File: src/sv/bbr_pkg.sv
`timescale 1ns / 1ps
// bbr_pkg: shared types, constants and the divisor reciprocal table for the box blur
// used by the controller, the datapath, the stream interfaces and the top level

package bbr_pkg;

    localparam int PIX_W      = 8;
    localparam int RGB_W      = 3 * PIX_W;
    localparam int IMG_W_W    = 11;
    localparam int IMG_H_W    = 16;
    localparam int CFG_IDX_W  = 2;
    localparam int CFG_DATA_W = 16;
    localparam int SUM_W      = 12;
    localparam int CNT_W      = 4;
    localparam int RECIP_W    = 16;
    localparam int RECIP_SHIFT = 15;
    localparam int PROD_W     = SUM_W + RECIP_W;

    localparam int MAX_WIDTH_DEFAULT = 1024;

    localparam logic [IMG_W_W-1:0] IMAGE_WIDTH_RESET  = 11'd640;
    localparam logic [IMG_H_W-1:0] IMAGE_HEIGHT_RESET = 16'd480;

    localparam logic [CFG_IDX_W-1:0] CFG_IMAGE_WIDTH  = 2'd0;
    localparam logic [CFG_IDX_W-1:0] CFG_IMAGE_HEIGHT = 2'd1;

    typedef enum logic [2:0] {
        ST_IDLE,
        ST_LOAD,
        ST_SUM,
        ST_MUL,
        ST_OUT
    } t_state;

    typedef struct packed {
        logic accept;
        logic shift;
        logic sum;
        logic mul;
        logic emit;
    } t_cmd;

    typedef struct packed {
        logic primed;
        logic out_free;
    } t_status;

    // ceil(2^15 / n): exact truncating quotient for sums up to 9 * 255
    function automatic logic [RECIP_W-1:0] recip(input logic [CNT_W-1:0] n);
        logic [RECIP_W-1:0] r;
        case (n)
            4'd2:    r = 16'd16384;
            4'd3:    r = 16'd10923;
            4'd4:    r = 16'd8192;
            4'd5:    r = 16'd6554;
            4'd6:    r = 16'd5462;
            4'd7:    r = 16'd4682;
            4'd8:    r = 16'd4096;
            4'd9:    r = 16'd3641;
            default: r = 16'd32768;
        endcase
        return r;
    endfunction

endpackage

File: src/sv/bbr_ctrl.sv
`timescale 1ns / 1ps
// bbr_ctrl: sequencer for one pixel at a time: accept, line update, sum, multiply, emit
// depends on bbr_pkg

module bbr_ctrl (
    input  logic             i_clk,
    input  logic             i_rst_n,
    input  logic             i_in_valid,
    output logic             o_in_ready,
    input  bbr_pkg::t_status i_status,
    output bbr_pkg::t_cmd    o_cmd
);

    bbr_pkg::t_state r_state;
    bbr_pkg::t_state n_state;

    always_ff @(posedge i_clk) begin
        if (!i_rst_n) begin
            r_state <= bbr_pkg::ST_IDLE;
        end else begin
            r_state <= n_state;
        end
    end

    always_comb begin
        n_state    = r_state;
        o_in_ready = 1'b0;
        o_cmd      = '0;
        unique case (r_state)
            bbr_pkg::ST_IDLE: begin
                o_in_ready = 1'b1;
                if (i_in_valid) begin
                    o_cmd.accept = 1'b1;
                    n_state      = bbr_pkg::ST_LOAD;
                end
            end
            bbr_pkg::ST_LOAD: begin
                o_cmd.shift = 1'b1;
                n_state     = i_status.primed ? bbr_pkg::ST_SUM : bbr_pkg::ST_IDLE;
            end
            bbr_pkg::ST_SUM: begin
                o_cmd.sum = 1'b1;
                n_state   = bbr_pkg::ST_MUL;
            end
            bbr_pkg::ST_MUL: begin
                o_cmd.mul = 1'b1;
                n_state   = bbr_pkg::ST_OUT;
            end
            bbr_pkg::ST_OUT: begin
                if (i_status.out_free) begin
                    o_cmd.emit = 1'b1;
                    n_state    = bbr_pkg::ST_IDLE;
                end
            end
            default: begin
                n_state = bbr_pkg::ST_IDLE;
            end
        endcase
    end

endmodule

File: config.mk
export PLATFORM = sky130hd
export DESIGN_NAME = bbr_ctrl
export DESIGN_NICKNAME = d
export VERILOG_FILES = /design/src/sv/bbr_pkg.sv /design/src/sv/bbr_ctrl.sv
export SDC_FILE = /design/constraint.sdc
export NUM_CORES = 1
export LEC_CHECK = 0
export BUFFER_PORTS_ARGS = -buffer_cell sky130_fd_sc_hd__buf_2
export CORE_AREA = 2 2 39 41
export DETAILED_ROUTE_END_ITERATION = 10
export DIE_AREA = 0 0 41 43
export SYNTH_ARGS = -nofsm -noshare
export SYNTH_HDL_FRONTEND = slang
export SYNTH_SLANG_ARGS = --single-unit
File: constraint.sdc
create_clock -name i_clk -period 0.8 [get_ports i_clk]
set_input_delay 0.12 -clock i_clk [delete_from_list [all_inputs] [get_ports i_clk]]
set_output_delay 0.12 -clock i_clk [all_outputs]
set_load 0.02 [all_outputs]
==> impl_results.md, run 1 <==
* Status: finished, violations left
* Violated checks: negative setup slack
* Top-area cell type share of the netlist area at 39.7%
* Final hold violation count at 0
* Slowest CP cell: dfxtp_4
* GR Util All Layers at 5.62%
* Max FFs per register at 3
* Fin nets at 42
* DRT Pass-1 Iters at 1
* Synth Area in XOR/XNOR at 0%
* Sequential area share after synthesis at 39.7%
* DIE WIDTH at 41 um
* Crit Path Max Fanout at 6
* Fillers at 151
* Synth warn at 0
* WL final at 429 um
* Leak pwr at 0.163 nW
* Avg Inst Size Synth at 8.41 um^2
* Arrival @ worst endpoint at 1030 ps
* Initial cell density of the core at 10.9%
* Clk pin slew, worst setup/hold paths at 40 ps
* RSZ-0062 raised after global routing: true
* Mapped Cells at 18
* Layout area overhead at 145%
* Most flops, register: r_state
* H-Tree Depth at 1
* Port bufs at 10
* Worst Clk Skew at 1.02 ps
* Vias at 194
* Total gr overflow at 0
* VDD IR max at 362 uV
* Tightest Hold Check Type: in2reg
* Crit path time final at 1150 ps
* Initial antenna violation count at 0
* Multiplexer area fraction after synthesis at 0%
* Main combinational cell family by area after synthesis: simple AND/OR/NAND/NOR gates
* Number of buffers created by CTS at 3
* # rows at 14
* Most used DFF post-synth: dfxtp_1
* Cell taking the most area after synthesis: dfxtp_1
* Vias in the first global route at 174
* Number of flops mapped to enable cells by yosys at 0
* Clk sinks at 3
* Post-placement worst setup slack at -134 ps
* Pins Over Slew Limit at 0
* Hold-fix buffers at CTS at 0
* Routed Antenna Nets at 0
* Detailed placement HPWL at 310 um
* Simple logic cell fraction of the synthesized area at 52.1%
* F_max at 871 MHz
* Area share of fa/ha/maj cells after synthesis at 0%
* Die height at 43 um
* Max-cap violations at 0
* Ant diodes at 0
* Ys async rst share at 0%
* Io pins at 11
* Hold_ws at 147 ps
* Crit-path cells: nor3_4 -> and2_4 -> buf_6
* Final period util at 144%
* Mapped cell area at 151 um^2
* #FFs+latches synth at 3
* Worst-Skew Late Latency at 230 ps
* Synth top cells by count: dfxtp_1, nor3_1, nand2b_1, nor2_1
* Synth Area in Compound Gates at 8.26%
* Leading registers by flop count: r_state (3)
* Routed vias/inst at 3.73
* PD cells at 1520 nW/um^2
* Largest net degree at the start of global routing at 9
* Largest cells by area after synthesis: dfxtp_1, nor3_1, nand2b_1
* Mean routed wirelength per cell at 8.25 um
* DRC viols at 0
* TritonCTS clock tree: done
* Root buf cell: clkbuf_4
* Final setup fails at 9
* First-pass GRT wire length at 614 um
* Proportion of layout cells with a drive suffix above 1 at 83.3%
* Post-route worst setup slack at -348 ps
* Placer Congestion at 0.644
* Clk buf depth at 2
* Setup TNS at -1910 ps
* Worst-margin pin slew at 258 ps
* CP required at 680 ps
* Core area at 1380 um^2
* Crit path kind: reg2out
* Worst Setup Start Kind: flop
* Kind of cell adding the most delay to the critical path: flip-flops
* Crit-path max cell delay at 360 ps
* Synth unique cells at 12
* CP Buf/Inv Count at 1
* Initial DRC Count at 0
* Rel. slew slack at 82.6%
* Die Area at 1760 um^2
* Critical Path Sink Type: primary output
* Syn Nets at 23
[placed cells by master, fill, tap and decap left out]
master and count:
nor3_2 2, dfxtp_4 3, buf_6 4, nand2_1 1
nor2_4 1, a21oi_2 1, nor3b_2 1, o21a_1 1
clkbuf_4 3, nand3b_1 1, clkbuf_1 1, buf_4 5
nor4b_1 1, nor3_4 1, and2_4 1, nor2_1 1
nand2b_4 2, buf_2 5, and3b_2 1
[stage by stage]
stage               instances  instance area (um^2)  power (mW)  utilization (%)
CTS                        50                   353       0.576             25.5
finish                     52                   372       0.566             26.9
global route               52                   372       0.598             26.9
global placement           46                   264       0.270             19.1
floorplan                  18                   179       0.236                -
detailed placement         46                   264       0.272             19.1
[worst paths after layout]
kind                                start                 endpoint  slack (ps)  depth (start not counted)
hold / removal                    i_rst_n  r_state[2]$_SDFFE_PN0P_         150                          2
setup / recovery  r_state[2]$_SDFFE_PN0P_                 o_cmd[4]        -350                          3
hold reg to reg   r_state[0]$_SDFFE_PN0P_  r_state[1]$_SDFFE_PN0P_         560                          2
setup reg to reg  r_state[1]$_SDFFE_PN0P_  r_state[2]$_SDFFE_PN0P_         -90                          2
[kinds of logic after synthesis]
logic type       after synthesis
AO/OA/AOI/OAI                  2
flip-flops                     3
AND/OR/NAND/NOR               13
[cell type report]
cell class	count	area, um^2	share of cell area (%)
clock buffers	4	26.3	7.07
flip-flops and latches	3	71.3	19.2
multi-input cells	15	146	39.4
repair buffers	14	108	29.0
well taps	16	20.0	5.39
[per-layer routing]
layer / global-route usage [%] / vias up / routed length (um) / share of wire [%]
met5: 0 / - / 0 / 0
met4: 6.00 / 0 / 0 / 0
met3: 3.14 / 0 / 36 / 8.4
met2: 8.13 / 7 / 221 / 52
met1: 4.81 / 87 / 171 / 40
li1: - / 100 / - / -
[worst reg2reg max path: stages, from the launching register on]
cell     delay (ps)
dfxtp_4         370
and3b_2         240
o21a_1          180
[repair_timing]
| action | CTS | global route |
|---|---|---|
| setup buffers | 0 | 2 |
| gates cloned | 0 | 0 |
| gates resized for setup | 17 | 1 |
| pin swaps | 3 | 1 |
| setup endpoints to repair | 9 | 9 |
[report_power, final]
group | internal [mW] | switching (mW) | leakage, nW
combinational | 0.0738 | 0.0568 | 0.121
sequential | 0.154 | 0.0197 | 0.0267
clock | 0.187 | 0.0757 | 0.0150
No activity file was read; power rests on OpenSTA's default activity.
==> run 2, diff against run 1 <==
ABC_AREA = 1   (was not set)
==> impl_results.md, run 2 <==
* Die height at 43 um (unchanged)
* #FFs+latches synth at 3 (unchanged)
* CP required at 680 ps (about the same)
* Proportion of layout cells with a drive suffix above 1 at 68.9% (-14 points)
* Leading registers by flop count: r_state (3)
* Crit path kind: reg2out
* Post-placement worst setup slack at -204 ps (-70.3 ps)
* DRC viols at 0 (unchanged)
* Tightest Hold Check Type: in2reg
* Rel. slew slack at 88.5% (+5.9 points)
* Cell taking the most area after synthesis: dfxtp_1
* Violated checks: negative setup slack
* Root buf cell: clkbuf_4
* Placer Congestion at 0.680 (+5.5%)
* Number of flops mapped to enable cells by yosys at 0 (unchanged)
* Die Area at 1760 um^2 (unchanged)
* Max-cap violations at 0 (unchanged)
* Initial cell density of the core at 12.0% (+1.1 points)
* Worst Setup Start Kind: flop
* Design area at 384 um^2 (+3.4%)
* Routed vias/inst at 3.62 (-2.9%)
* TritonCTS clock tree: done
* R2R Path Start: r_state[2]$_SDFFE_PN0P_
* F_max at 876 MHz (+0.55%)
* Vias at 221 (+14%)
* Final hold violation count at 0 (unchanged)
* Hold_ws at 120 ps (-27.1 ps)
* Final setup fails at 8 (-1)
* RSZ-0062 raised after global routing: true
* Fin nets at 51 (+21%)
* Ys async rst share at 0% (unchanged)
* Leak pwr at 0.188 nW (+15%)
* Switching Fraction at 32.0% (+5.2 points)
* Final period util at 143% (-0.79 points)
* Crit Path Max Fanout at 3 (-3)
* DP Area at 284 um^2 (+7.6%)
* CP Launch Point: r_state[2]$_SDFFE_PN0P_
* Reg power frac at 27.0% (-3.6 points)
* Pins Over Slew Limit at 0 (unchanged)
* P_sw at 0.215 mW (+41%)
* Max FFs per register at 3 (unchanged)
* Layout area overhead at 131%
* Synth top cells by count: inv_1, nand2_1, nand3_1, nor2_1, dfxtp_1
* Avg Inst Size Synth at 6.16 um^2 (-27%)
* # rows at 14 (unchanged)
* Ant diodes at 0 (unchanged)
* Most used DFF post-synth: dfxtp_1
* PD cells at 1750 nW/um^2 (+15%)
* Status: finished, violations left
* WL final at 442 um (+3.0%)
* Pint at 0.456 mW (+10%)
* Logic pwr share at 32.4% (+9.3 points)
* Clk sinks at 3 (unchanged)
* Total gr overflow at 0 (unchanged)
* Most flops, register: r_state
* Number of buffers created by CTS at 3 (unchanged)
* Detailed placement HPWL at 339 um (+9.2%)
* Fillers at 152 (+0.66%)
* VDD IR max at 752 uV (+110%)
* Synth unique cells at 10 (-2)
* Clk pin slew, worst setup/hold paths at 40 ps (about the same)
* Clk pwr share at 40.6% (-5.7 points)
* Mapped cell area at 166 um^2 (+9.9%)
* Clk buf depth at 2 (unchanged)
* Arrival @ worst endpoint at 1020 ps (about the same)
* Final Util at 27.8% (+0.90 points)
* Crit path time final at 1140 ps (-6.34 ps)
* DRT Pass-1 Iters at 4 (+3)
* H-Tree Depth at 1 (unchanged)
* Critical Path Sink Type: primary output
* Largest cells by area after synthesis: dfxtp_1, inv_1, nand3_1
* First-pass GRT wire length at 717 um (+17%)
* Hold_sp: i_status[1]
* Port bufs at 10 (unchanged)
* Post-route worst setup slack at -342 ps (+6.34 ps)
* Worst-Skew Late Latency at 240 ps (about the same)
* Initial DRC Count at 4 (+4)
* Largest net degree at the start of global routing at 7 (-2)
* Dominant cell by count in the synthesized netlist: inv_1
* Mean routed wirelength per cell at 7.25 um (-12%)
* Syn Nets at 32 (+39%)
* Worst Clk Skew at 0.663 ps (-0.355 ps)
* Most common cell after layout, fill and taps aside: buf_6
* GR Util All Layers at 6.92% (+1.3 points)
* Initial antenna violation count at 0 (unchanged)
* Io pins at 11 (unchanged)
* DIE WIDTH at 41 um (unchanged)
* Top-area cell type share of the netlist area at 36.1% (-3.6 points)
* Routed Antenna Nets at 0 (unchanged)
* Most frequent cells in the layout: buf_6, nand3_1, inv_1, buf_2, buf_4
* Worst-margin pin slew at 171 ps (-86.4 ps)
* Vias in the first global route at 175 (+0.57%)
* Core area at 1380 um^2 (unchanged)
* Synth warn at 0 (unchanged)
* Sequential area share after synthesis at 36.1% (-3.6 points)
* Mapped Cells at 27 (+9)
## run 2: worst max-delay path, cell delays in order, from the launching register on
cell and delay (ps):
dfxtp_4 350, nor2_4 140, nand2_2 90, nor2_4 90, buf_6 120
## run 2: routing by layer
| layer | global-route usage [%] | share of wire (%) | vias up |
|---|---|---|---|
| li1 | - | - | 118 |
| met1 | 8.33 | 43 | 93 |
| met2 | 6.88 | 45 | 10 |
| met3 | 7.85 | 12 | 0 |
| met4 | 4.00 | 0 | 0 |
| met5 | 0 | 0 | - |
## run 2: worst paths after layout
path,to,slack [ps],cells past startpoint
max,o_cmd[4],-340,4
min,r_state[1]$_SDFFE_PN0P_,120,3
max reg2reg,r_state[1]$_SDFFE_PN0P_,-130,6
min reg2reg,r_state[2]$_SDFFE_PN0P_,560,2
## run 2: cells by family after synthesis
logic type | count (synthesis) | synth area share [%]
compound gates | 2 | 8.27
simple gates | 14 | 37.6
buf+inv | 8 | 18.0
flops | 3 | 36.1
## run 2: layout make-up
cell class | instances | area, um^2 | area share [%]
clock buffers | 4 | 26.3 | 6.84
inverters | 8 | 32.5 | 8.47
multi-input cells | 16 | 116 | 30.3
flip-flops and latches | 3 | 71.3 | 18.6
well taps | 16 | 20.0 | 5.21
repair buffers | 14 | 118 | 30.6
## run 2: power by group through the flow
stage	combinational, mW	clock (mW)	sequential (mW)
floorplan	0.108	0	0.183
global placement	0.157	0	0.183
detailed placement	0.159	0	0.184
CTS	0.215	0.289	0.181
global route	0.234	0.314	0.183
finish	0.217	0.272	0.181
## run 2: metrics by stage
stage,total power [mW],instances,setup TNS (ps)
final,0.671,61,-2010
after global routing,0.732,61,-2530
after CTS,0.685,61,-2100
after detailed placement,0.343,55,-1080
after global placement,0.341,55,-1040
after floorplan,0.291,27,-514
## run 2: timing repair
item,4_1_cts,5_1_grt
gates resized for setup,18,3
hold buffers,0,0
setup buffers,2,0
endpoints found under the hold margin,0,0
endpoints found under the setup margin,9,9
pin swaps,4,1
